### src/phrd_pkg.sv
// Package for the peak-hold rate decimator: widths, constants, state codes
// and the command and status bundles between controller and datapath.
// No dependencies.
package phrd_pkg;

  localparam int SampleW = 24;
  localparam int RateW   = 20;
  localparam int PosW    = 21;
  localparam int OpW     = PosW + 1;
  localparam int ProdW   = OpW + RateW;
  localparam int CntW    = 6;
  localparam int StepW   = 5;

  localparam logic [RateW-1:0]   RateReset = RateW'(48000);
  localparam logic [CntW-1:0]    MaxPre    = CntW'(33);
  localparam logic [StepW-1:0]   LastStep  = StepW'(PosW - 1);
  localparam logic [SampleW-1:0] PeakMax   = SampleW'(8388608);

  localparam logic CfgInRate  = 1'b0;
  localparam logic CfgOutRate = 1'b1;

  typedef enum logic [3:0] {
    ST_IDLE,
    ST_MUL,
    ST_CMP,
    ST_EMIT,
    ST_RBCHK,
    ST_DIV,
    ST_KMUL,
    ST_SUB,
    ST_FLUSH
  } state_t;

  typedef struct packed {
    logic load;
    logic mul;
    logic mul_k;
    logic absorb;
    logic emit;
    logic flush;
    logic sub_one;
    logic div_start;
    logic sub;
  } cmd_t;

  typedef struct packed {
    logic reached;
    logic obuf_free;
    logic pend_valid;
    logic rb_ge;
    logic rb_one;
    logic div_done;
  } status_t;

endpackage

### src/phrd_div.sv
// Restoring divider, one quotient bit per cycle.
// Depends on phrd_pkg.
module phrd_div (
  input  logic                      clk,
  input  logic                      rst,
  input  logic                      start,
  input  logic [phrd_pkg::PosW-1:0]  dividend,
  input  logic [phrd_pkg::RateW-1:0] divisor,
  output logic [phrd_pkg::PosW-1:0]  quotient,
  output logic                      done
);
  import phrd_pkg::*;

  logic             busy;
  logic [StepW-1:0] step;
  logic [RateW-1:0] rem;
  logic [PosW-1:0]  shifted;
  logic             ge;

  assign shifted = {rem, quotient[PosW-1]};
  assign ge      = shifted >= PosW'(divisor);

  always_ff @(posedge clk) begin
    if (rst) begin
      busy <= 1'b0;
      done <= 1'b0;
      step <= '0;
    end else if (start) begin
      busy <= 1'b1;
      done <= 1'b0;
      step <= '0;
    end else if (busy) begin
      step <= step + StepW'(1);
      if (step == LastStep) begin
        busy <= 1'b0;
        done <= 1'b1;
      end
    end
  end

  always_ff @(posedge clk) begin
    if (start) begin
      quotient <= dividend;
      rem      <= '0;
    end else if (busy) begin
      quotient <= {quotient[PosW-2:0], ge};
      rem      <= ge ? RateW'(shifted - PosW'(divisor)) : RateW'(shifted);
    end
  end

endmodule

### src/phrd_datapath.sv
// Datapath: rate registers, position counters, held peak, boundary
// multipliers, rebase dividers, pending result and output register.
// Depends on phrd_pkg and phrd_div.
module phrd_datapath (
  input  logic                        clk,
  input  logic                        rst,
  input  logic                        cfg_we,
  input  logic                        cfg_index,
  input  logic [phrd_pkg::RateW-1:0]   cfg_data,
  input  logic [phrd_pkg::SampleW-1:0] s_tdata,
  input  logic                        m_tready,
  output logic                        m_tvalid,
  output logic [phrd_pkg::SampleW-1:0] m_tdata,
  output logic                        m_tlast,
  input  phrd_pkg::cmd_t               cmd,
  output phrd_pkg::status_t            st
);
  import phrd_pkg::*;

  logic [RateW-1:0]   in_rate;
  logic [RateW-1:0]   out_rate;
  logic [RateW-1:0]   ir;
  logic [RateW-1:0]   orr;
  logic [SampleW-1:0] sample;
  logic [SampleW-1:0] mag;
  logic [SampleW-1:0] held_peak;
  logic [SampleW-1:0] pend_peak;
  logic               pend_valid;
  logic [PosW-1:0]    in_pos;
  logic [PosW-1:0]    out_pos;
  logic [ProdW-1:0]   prod_a;
  logic [ProdW-1:0]   prod_b;
  logic [OpW-1:0]     op_a;
  logic [OpW-1:0]     op_b;
  logic [PosW-1:0]    q_in;
  logic [PosW-1:0]    q_out;
  logic [PosW-1:0]    k;
  logic               done_in;
  logic               done_out;
  logic               obuf_free;

  assign ir  = (in_rate == '0) ? RateW'(1) : in_rate;
  assign orr = (out_rate == '0) ? RateW'(1) : out_rate;
  assign mag = sample[SampleW-1] ? SampleW'(~sample + SampleW'(1)) : sample;
  assign k   = (q_in < q_out) ? q_in : q_out;

  assign op_a = cmd.mul_k ? OpW'(k) : OpW'(out_pos) + OpW'(1);
  assign op_b = cmd.mul_k ? OpW'(k) : OpW'(in_pos) + OpW'(1);

  assign obuf_free = !m_tvalid || m_tready;

  assign st.reached    = prod_a < prod_b;
  assign st.obuf_free  = obuf_free;
  assign st.pend_valid = pend_valid;
  assign st.rb_ge      = (in_pos >= PosW'(ir)) && (out_pos >= PosW'(orr));
  assign st.rb_one     = (in_pos < {ir, 1'b0}) || (out_pos < {orr, 1'b0});
  assign st.div_done   = done_in && done_out;

  phrd_div u_div_in (
    .clk      (clk),
    .rst      (rst),
    .start    (cmd.div_start),
    .dividend (in_pos),
    .divisor  (ir),
    .quotient (q_in),
    .done     (done_in)
  );

  phrd_div u_div_out (
    .clk      (clk),
    .rst      (rst),
    .start    (cmd.div_start),
    .dividend (out_pos),
    .divisor  (orr),
    .quotient (q_out),
    .done     (done_out)
  );

  always_ff @(posedge clk) begin
    if (rst) begin
      in_rate  <= RateReset;
      out_rate <= RateReset;
    end else if (cfg_we) begin
      unique case (cfg_index)
        CfgInRate:  in_rate  <= cfg_data;
        CfgOutRate: out_rate <= cfg_data;
      endcase
    end
  end

  always_ff @(posedge clk) begin
    if (cmd.load) begin
      sample <= s_tdata;
    end
    if (cmd.mul) begin
      prod_a <= ProdW'(op_a) * ProdW'(ir);
      prod_b <= ProdW'(op_b) * ProdW'(orr);
    end
  end

  always_ff @(posedge clk) begin
    if (rst) begin
      held_peak <= '0;
      in_pos    <= '0;
      out_pos   <= '0;
    end else begin
      if (cmd.absorb) begin
        if (mag > held_peak) begin
          held_peak <= mag;
        end
        in_pos <= in_pos + PosW'(1);
      end
      if (cmd.emit) begin
        held_peak <= '0;
        out_pos   <= out_pos + PosW'(1);
      end
      if (cmd.sub_one) begin
        in_pos  <= in_pos - PosW'(ir);
        out_pos <= out_pos - PosW'(orr);
      end
      if (cmd.sub) begin
        in_pos  <= in_pos - prod_a[PosW-1:0];
        out_pos <= out_pos - prod_b[PosW-1:0];
      end
    end
  end

  always_ff @(posedge clk) begin
    if (rst) begin
      pend_valid <= 1'b0;
      m_tvalid   <= 1'b0;
    end else begin
      if (cmd.emit) begin
        pend_valid <= 1'b1;
      end else if (cmd.flush) begin
        pend_valid <= 1'b0;
      end
      if ((cmd.emit && pend_valid) || cmd.flush) begin
        m_tvalid <= 1'b1;
      end else if (m_tready) begin
        m_tvalid <= 1'b0;
      end
    end
  end

  always_ff @(posedge clk) begin
    if (cmd.emit) begin
      pend_peak <= held_peak;
    end
    if ((cmd.emit && pend_valid) || cmd.flush) begin
      m_tdata <= pend_peak;
      m_tlast <= cmd.flush;
    end
  end

endmodule

### src/phrd_ctrl.sv
// Controller: sequences boundary checks, emits, absorb, rebase and flush
// for one sample at a time. Depends on phrd_pkg.
module phrd_ctrl (
  input  logic              clk,
  input  logic              rst,
  input  logic              s_tvalid,
  output logic              s_tready,
  output phrd_pkg::cmd_t     cmd,
  input  phrd_pkg::status_t  st
);
  import phrd_pkg::*;

  state_t          state;
  state_t          state_next;
  logic            post;
  logic            post_next;
  logic [CntW-1:0] n;
  logic [CntW-1:0] n_next;

  always_ff @(posedge clk) begin
    if (rst) begin
      state <= ST_IDLE;
      post  <= 1'b0;
      n     <= '0;
    end else begin
      state <= state_next;
      post  <= post_next;
      n     <= n_next;
    end
  end

  always_comb begin
    state_next = state;
    post_next  = post;
    n_next     = n;
    cmd        = '0;
    s_tready   = 1'b0;
    unique case (state)
      ST_IDLE: begin
        s_tready = 1'b1;
        if (s_tvalid) begin
          cmd.load   = 1'b1;
          post_next  = 1'b0;
          n_next     = '0;
          state_next = ST_MUL;
        end
      end
      ST_MUL: begin
        cmd.mul    = 1'b1;
        state_next = ST_CMP;
      end
      ST_CMP: begin
        if (!post) begin
          if (st.reached && (n < MaxPre)) begin
            state_next = ST_EMIT;
          end else begin
            cmd.absorb = 1'b1;
            post_next  = 1'b1;
            state_next = ST_MUL;
          end
        end else begin
          state_next = st.reached ? ST_EMIT : ST_RBCHK;
        end
      end
      ST_EMIT: begin
        if (!st.pend_valid || st.obuf_free) begin
          cmd.emit   = 1'b1;
          n_next     = n + CntW'(1);
          state_next = post ? ST_RBCHK : ST_MUL;
        end
      end
      ST_RBCHK: begin
        if (!st.rb_ge) begin
          state_next = ST_FLUSH;
        end else if (st.rb_one) begin
          cmd.sub_one = 1'b1;
          state_next  = ST_FLUSH;
        end else begin
          cmd.div_start = 1'b1;
          state_next    = ST_DIV;
        end
      end
      ST_DIV: begin
        if (st.div_done) begin
          state_next = ST_KMUL;
        end
      end
      ST_KMUL: begin
        cmd.mul    = 1'b1;
        cmd.mul_k  = 1'b1;
        state_next = ST_SUB;
      end
      ST_SUB: begin
        cmd.sub    = 1'b1;
        state_next = ST_FLUSH;
      end
      ST_FLUSH: begin
        if (!st.pend_valid) begin
          state_next = ST_IDLE;
        end else if (st.obuf_free) begin
          cmd.flush  = 1'b1;
          state_next = ST_IDLE;
        end
      end
      default: begin
        state_next = ST_IDLE;
      end
    endcase
  end

endmodule

### src/peak_hold_rate_decimator_unit.sv
// Top level of the peak-hold rate decimator: controller plus datapath.
// Depends on phrd_pkg, phrd_ctrl and phrd_datapath.
//
//   channel  direction  payload
//   s_       in         tdata[23:0] sample (signed Q1.23)
//   m_       out        tdata[23:0] peak (unsigned Q1.23), tlast = last
//   cfg_     in         index 0 in_rate, 1 out_rate, data[19:0]
//
// Each sample runs from acceptance through the multiply and compare steps to
// the next ready, with an emit step for each window that it closes. A rebase
// by more than one period runs two 21-step shift-subtract dividers.
// Results wait in one pending register and one output register; a stalled
// m_tready holds the controller in its emit or flush step.
// rst is synchronous and returns rates to 48000 and all counters to zero.
module peak_hold_rate_decimator_unit (
  input  logic                        clk,
  input  logic                        rst,
  input  logic                        s_tvalid,
  output logic                        s_tready,
  input  logic [phrd_pkg::SampleW-1:0] s_tdata,   // [23:0] sample
  output logic                        m_tvalid,
  input  logic                        m_tready,
  output logic [phrd_pkg::SampleW-1:0] m_tdata,   // [23:0] peak
  output logic                        m_tlast,
  input  logic                        cfg_we,
  input  logic                        cfg_index,
  input  logic [phrd_pkg::RateW-1:0]   cfg_data
);
  import phrd_pkg::*;

  cmd_t    cmd;
  status_t st;

  phrd_ctrl u_ctrl (
    .clk      (clk),
    .rst      (rst),
    .s_tvalid (s_tvalid),
    .s_tready (s_tready),
    .cmd      (cmd),
    .st       (st)
  );

  phrd_datapath u_dp (
    .clk       (clk),
    .rst       (rst),
    .cfg_we    (cfg_we),
    .cfg_index (cfg_index),
    .cfg_data  (cfg_data),
    .s_tdata   (s_tdata),
    .m_tready  (m_tready),
    .m_tvalid  (m_tvalid),
    .m_tdata   (m_tdata),
    .m_tlast   (m_tlast),
    .cmd       (cmd),
    .st        (st)
  );

endmodule

### config.mk
export PLATFORM = sky130hd
export DESIGN_NAME = peak_hold_rate_decimator_unit
export DESIGN_NICKNAME = d
export VERILOG_FILES = /design/src/phrd_pkg.sv /design/src/phrd_div.sv /design/src/phrd_datapath.sv /design/src/phrd_ctrl.sv /design/src/peak_hold_rate_decimator_unit.sv
export SDC_FILE = /design/constraint.sdc
export NUM_CORES = 2
export LEC_CHECK = 0
export BUFFER_PORTS_ARGS = -buffer_cell sky130_fd_sc_hd__buf_2
export CORE_MARGIN = 2
export CORE_UTILIZATION = 42
export CTS_BUF_LIST = sky130_fd_sc_hd__clkbuf_4 sky130_fd_sc_hd__clkbuf_8 sky130_fd_sc_hd__clkbuf_16
export DETAILED_ROUTE_END_ITERATION = 10
export HOLD_SLACK_MARGIN = 0.05
export SYNTH_ARGS = -nofsm -noshare
export SYNTH_HDL_FRONTEND = slang
export SYNTH_HIERARCHICAL = 1
export SYNTH_SLANG_ARGS = --single-unit
### constraint.sdc
create_clock -name clk -period 9.5 [get_ports clk]
set_input_delay 1.9 -clock clk [delete_from_list [all_inputs] [get_ports clk]]
set_output_delay 1.9 -clock clk [all_outputs]
set_load 0.01 [all_outputs]
# After elaboration in Yosys (flattened, before gate mapping)
# Index checks and enable logic that the tools add are counted.
[totals]
regBits = 372
input_bits = 50
output_inout_bits = 27
elab_cells = 164
[op_classes]
add_sub_neg = 14
mul = 2
n_lt_le_gt_ge = 10
n_eq_ne = 14
n_mux = 64
bitwise_logic = 2
n_reduce_logical = 32
[op_table]
columns = ["cell", "n"]
rows = [
  ["$mux W21", 11],
  ["$ge A21 B20 Y1", 4],
  ["$mul A22 B20 Y42", 2],
  ["$mux W20", 4],
  ["$lt A21 B21 Y1", 3],
  ["$add A21 B1 Y22 const B", 2],
  ["$mux W22", 2],
  ["$add A21 B1 Y21 const B", 2],
  ["$lt A42 B42 Y1", 1],
  ["$sub A21 B20 Y21", 2],
  ["$sub A21 B21 Y21", 2],
  ["$logic_not A20 Y1", 2],
  ["$sub A20 B20 Y20", 2],
  ["$pmux W4 S9", 1],
  ["$mux W4", 8],
  ["$mux W1", 28],
  ["$add A24 B1 Y24 const B", 1],
  ["$gt A24 B24 Y1", 1],
  ["$mux W24", 1],
  ["$not A24 Y24", 1],
  ["$eq A4 B3 Y1 const B", 4],
  ["$mux W6", 2],
  ["$pmux W6 S2", 1],
  ["$reduce_and A2 Y1", 6],
  ["other kinds (23)", 45],
]

# Depth between registers and ports, before layout
[logic_depth]
ltp_word = 9
depth_mapped = 38
mapped_depth_nobuf = 35

# Hierarchy
# Netlist, hierarchy kept.
[modules_own_cells]
columns = ["mod", "n_inst", "cells_per_inst", "area_per_inst_um2", "seq_area_each_um2"]
rows = [
  ["phrd_datapath", 1, 5417, 48296.3, 6876.6],
  ["phrd_div (u_dp.u_div_in)", 1, 364, 3281.9, 1171.1],
  ["phrd_div (u_dp.u_div_out)", 1, 347, 3245.6, 1171.1],
  ["phrd_ctrl", 1, 104, 770.7, 220.2],
]

# Least setup slack after synthesis
# No wires, ideal clock.
[synth_timing]
path_type = "reg2reg"
startpoint = "register u_dp/u_div_in/quotient[1] in the netlist's numbering"
endpoint = "register u_dp.prod_a[40] (data pin)"
setup_ps = 264
arrival_time_ps = 8374
required_time_ps = 9236
setup_slack_ps = 862
path_stages_with_launch = 35
path_buffers = 2
period_less_slack_ps = 8638
path_cell_list = "edfxtp_1 ha_1 a21o_1 a21o_1 a211o_1 a21oi_1 o31ai_1 a31oi_2 buf_4 mux2i_1 clkbuf_1 and3_1 fa_1 fa_1 inv_1 fa_1 inv_1 fa_1 inv_1 fa_1 inv_1 fa_1 inv_1 fa_1 inv_1 ha_1 nand2_1 a2111oi_0 a21oi_1 o21ai_2 a31oi_2 o31ai_4 o311ai_1 a31oi_1 xor2_1"
[synth_between]
elab_chain_cells = 4
[synth_rtl]
columns = ["item", "line_no", "text"]
rows = [
  ["start, declared", "phrd_div.sv:9", "output logic [phrd_pkg::PosW-1:0] quotient,"],
  ["start signal, assigned", "phrd_div.sv:43", "quotient <= dividend;"],
  ["start signal, assigned", "phrd_div.sv:46", "quotient <= {quotient[PosW-2:0], ge};"],
  ["$lt A21 B21 Y1", "phrd_datapath.sv:45", "assign k = (q_in < q_out) ? q_in : q_out;"],
  ["$mux W21 *", "phrd_datapath.sv:45", ""],
  ["$mux W22 *", "phrd_datapath.sv:47", "assign op_a = cmd.mul_k ? OpW'(k) : OpW'(out_pos) + OpW'(1);"],
  ["$mul A22 B20 Y42 *", "phrd_datapath.sv:96", "prod_a <= ProdW'(op_a) * ProdW'(ir);"],
  ["end signal, assigned", "phrd_datapath.sv:96", ""],
  ["end, declared", "phrd_datapath.sv:31", "logic [ProdW-1:0] prod_a;"],
]
# Every way passes the cells marked *; elsewhere a longest branch is shown, timed or not.
# A chain may end at the register's enable or synchronous reset.

# Worst setup path in the final report
[layout_timing]
startpoint = "register u_dp/u_div_in/quotient[1] in the netlist's numbering"
endpoint = "register u_dp.prod_b[37] (data pin)"
[layout_between]
elab_chain_cells = 4
[layout_rtl]
columns = ["item", "line_no", "text"]
rows = [
  ["$lt A21 B21 Y1", "phrd_datapath.sv:45", ""],
  ["$mux W21 *", "phrd_datapath.sv:45", ""],
  ["$mux W22 *", "phrd_datapath.sv:48", "assign op_b = cmd.mul_k ? OpW'(k) : OpW'(in_pos) + OpW'(1);"],
  ["$mul A22 B20 Y42 *", "phrd_datapath.sv:97", "prod_b <= ProdW'(op_b) * ProdW'(orr);"],
  ["end signal, assigned", "phrd_datapath.sv:97", ""],
  ["end, declared", "phrd_datapath.sv:32", "logic [ProdW-1:0] prod_b;"],
]
# Marks and branches as above.

==> metrics.md <==
| Metric | Value |
|---|---|
| Status | `completed` |
| Pre-CTS setup slack | `83.8 ps` |
| Synth-to-Final Area Change | `9.82%` |
| Port bufs | `76` |
| Pwr per Cell Area | `105 nW/µm²` |
| Register bit total from synthesis | `372` |
| Type of the worst min-delay path | `flip-flop to flip-flop` |
| Syn Std Cell Area | `55600 µm²` |
| Clk_skew | `37.7 ps` |
| Net Count, Synth | `7556` |
| Dominant synthesized flop cell | `edfxtp_1` |
| H-tree Lvls | `2` |
| Min cycle time layout | `9240 ps` |
| Dominant cell type by area after synthesis | `fa_1` |
| Setup violators final | `0` |
| Initial antenna violation count | `4` |
| Core area | `131000 µm²` |
| Async S/R FF share, synth | `0%` |
| Wire length per cell | `23.8 µm` |
| Row count | `133` |
| DIE AREA | `135000 µm²` |
| CTS clk-pin slew, worst paths | `60 ps` |
| Lkg Pwr | `30.4 nW` |
| Final hold slack | `415 ps` |
| CTS root buffer | `clkbuf_16` |
| # fillers | `12800` |
| Worst-skew pair later-pin latency | `630 ps` |
| Top-count cell post-synth | `inv_1` |
| Die span in x | `368 µm` |
| Max incr delay on CP | `570 ps` |
| DR pass1 iterations | `6` |
| Peak VDD IR | `0.113 mV` |
| Synth cell count leaders | `1047 x inv_1, 718 x fa_1, 556 x ha_1` |
| # clock sinks | `372` |
| Critical path required time | `9860 ps` |
| Die Y | `368 µm` |
| Via count | `46300` |
| Post-Route WL | `190000 µm` |
| TritonCTS clock tree | `yes` |
| Warnings from Yosys | `6` |
| Hold Fails Final Rpt | `0` |
| Global-route wire length before repair | `288000 µm` |
| Hold-fix buffer count after cts | `0` |
| Vias in the first global route | `46400` |
| Synth area leaders | `fa_1 26%, ha_1 13%, edfxtp_1 11%` |
| Post-route worst setup slack | `257 ps` |
| HPWL after DPL | `148000 µm` |
| Largest net degree at the start of global routing | `70` |
| GRT Overall Usage | `27.6%` |
| CP Capture Type | `flip-flop` |
| Synth unique cells | `99` |
| Post-Syn Area per Cell | `8.92 µm²` |
| CP startpoint kind | `flip-flop` |
| DRC | `0` |
| Global placement routability congestion | `0.967` |
| RSZ-0062 raised after global routing | `yes` |
| Initial drt markers | `4418` |
| Synthesized instance count | `6232` |
| Nets@finish | `7514` |
| Fin crit share | `97.3%` |
| Register area share after synthesis | `17.0%` |
| Via density | `5.80` |
| Starting Density | `42.3%` |
| Maximum Capacitance Violations | `0` |
| Final Max Slew Viols | `0` |
| Slew Limit Headroom | `18.7%` |
| Worst EP arrival | `9600 ps` |
| Number of flops mapped to enable cells by yosys | `199` |
| Power Total | `6.38 mW` |
| CP most frequent cell | `fa_1` |
| Share of layout cells above drive strength 1 | `9.41%` |
| WS Path Type | `flip-flop to flip-flop` |
| GRT overflow | `0` |
| CP Max Fanout | `7` |
| Io pins | `77` |
| Clock buffer depth | `3` |
| Post-synth top area share | `25.9%` |
| F_max | `108 MHz` |
| Slowest cell on crit path | `fa_1` |
| CTS Buf Count | `46` |
| Slew @ Worst Pin | `1220 ps` |
| Routed Antenna Nets | `0` |
==> cell type report <==
class | count | area, µm² | area share [%]
multi-input cells | 4392 | 41100 | 67.3
flip-flops and latches | 372 | 9440 | 15.5
inverters | 1047 | 3930 | 6.44
repair buffers | 331 | 2780 | 4.55
well taps | 1755 | 2200 | 3.60
clock buffers | 57 | 1300 | 2.13
clock inverters | 28 | 303 | 0.496
diodes | 1 | 2.50 | 0.00410
==> metal layers <==
layer,vias up,routed length (µm),GRT usage (%)
li1,20800,-,-
met1,23200,81300,38.6
met2,1986,82300,42.4
met3,375,16300,4.58
met4,2,10200,11.7
met5,-,17,0
==> critical path: cells and delay by family, from the launching register on <==
family	cells	cell delay [ps]
AND/OR/NAND/NOR	4	670
flip-flops	1	410
XOR/XNOR	1	160
multiplexers	1	340
buffers and inverters	8	1110
adder cells (fa/ha/maj)	9	3950
AO/OA/AOI/OAI	11	2280
==> flip-flops by register name (all words and copies together), names as in the netlist, 6 cells and up <==
signal and count:
u_dp/in_rate 20, u_dp/sample 24, u_dp/prod_b 42, u_dp/u_div_in/rem 20, u_dp/in_pos 21, u_dp/u_div_in/quotient 21, u_dp/out_pos 21, u_dp/held_peak 24
u_dp/m_tdata 24, u_dp/pend_peak 24, u_dp/out_rate 20, u_dp/prod_a 42, u_dp/u_div_out/rem 20, u_ctrl/n 6, u_dp/u_div_out/quotient 21
==> placed cells by master, fill, tap and decap left out, types with 19 or more instances in the layout <==
cell and n:
o21ai_0 117, buf_12 24, edfxtp_1 199, ha_1 552
nand3_1 471, and2_1 24, and3_1 463, buf_2 75
o21a_1 34, o21bai_1 23, a311oi_1 19, mux2i_1 45
fa_1 715, or2_2 19, a21o_1 133, xor2_1 96
a211oi_1 55, mux2i_4 21, dfxtp_1 171, buf_4 215
clkbuf_16 56, a31oi_1 31, nand2_1 257, xnor2_1 156
nand2b_1 74, o211ai_1 30, nor2b_1 83, a21oi_1 231
nor2_1 261, nor3_1 40, mux2_2 44, nand4_1 60
inv_1 1046, o31ai_1 20, nor4_1 33
==> kinds of logic (layout without fill, tap and decap cells) <==
| logic type | count (synthesis) | in the layout | share of synthesized area (%) |
|---|---|---|---|
| adders and majority gates | 1274 | 1274 | 38.4 |
| xor gates and xnor gates | 253 | 253 | 3.99 |
| and+or+nand+nor | 1880 | 1881 | 17.9 |
| muxes | 110 | 110 | 2.08 |
| AOI/OAI and AO/OA | 874 | 874 | 10.6 |
| DFF | 372 | 372 | 17.0 |
| buffers and inverters | 1469 | 1463 | 10.1 |
| other | 0 | 1 | 0 |
==> stage by stage <==
stage / setup TNS, ps / util, % / area (µm²) / std cells
final: 0 / 46.4 / 61100 / 7983
after global routing: -97.3 / 46.4 / 61000 / 7982
after CTS: 0 / 45.9 / 60300 / 7941
after detailed placement: 0 / 44.6 / 58700 / 7856
after global placement: 0 / 44.6 / 58700 / 7856
after floorplan: 0 / - / 55600 / 6232
==> what timing repair did <==
action,4_1_cts,5_1_grt
buffers inserted,0,32
resized for setup,0,55
endpoints found under the setup margin,0,22
==> final timing paths <==
| kind | endpoint | slack, ps | cells past startpoint | startpoint |
|---|---|---|---|---|
| max | u_dp/prod_b[37]$_DFFE_PP_ | 260 | 34 | u_dp/u_div_in/quotient[1]$_DFFE_PP_ |
| max reg2reg | u_dp/prod_b[37]$_DFFE_PP_ | 260 | 34 | u_dp/u_div_in/quotient[1]$_DFFE_PP_ |
| min reg2reg | u_dp/m_tdata[7]$_DFFE_PP_ | 420 | 0 | u_dp/pend_peak[7]$_DFFE_PP_ |
| min | u_dp/m_tdata[7]$_DFFE_PP_ | 420 | 0 | u_dp/pend_peak[7]$_DFFE_PP_ |
==> power by group <==
part / internal (mW) / switching [mW] / total, mW
Combinational: 0.953 / 1.56 / 2.52
Sequential: 1.86 / 0.140 / 2.00
Clock: 1.11 / 0.754 / 1.87
Total: 3.93 / 2.46 / 6.38
(Power assumes the default switching activity.)
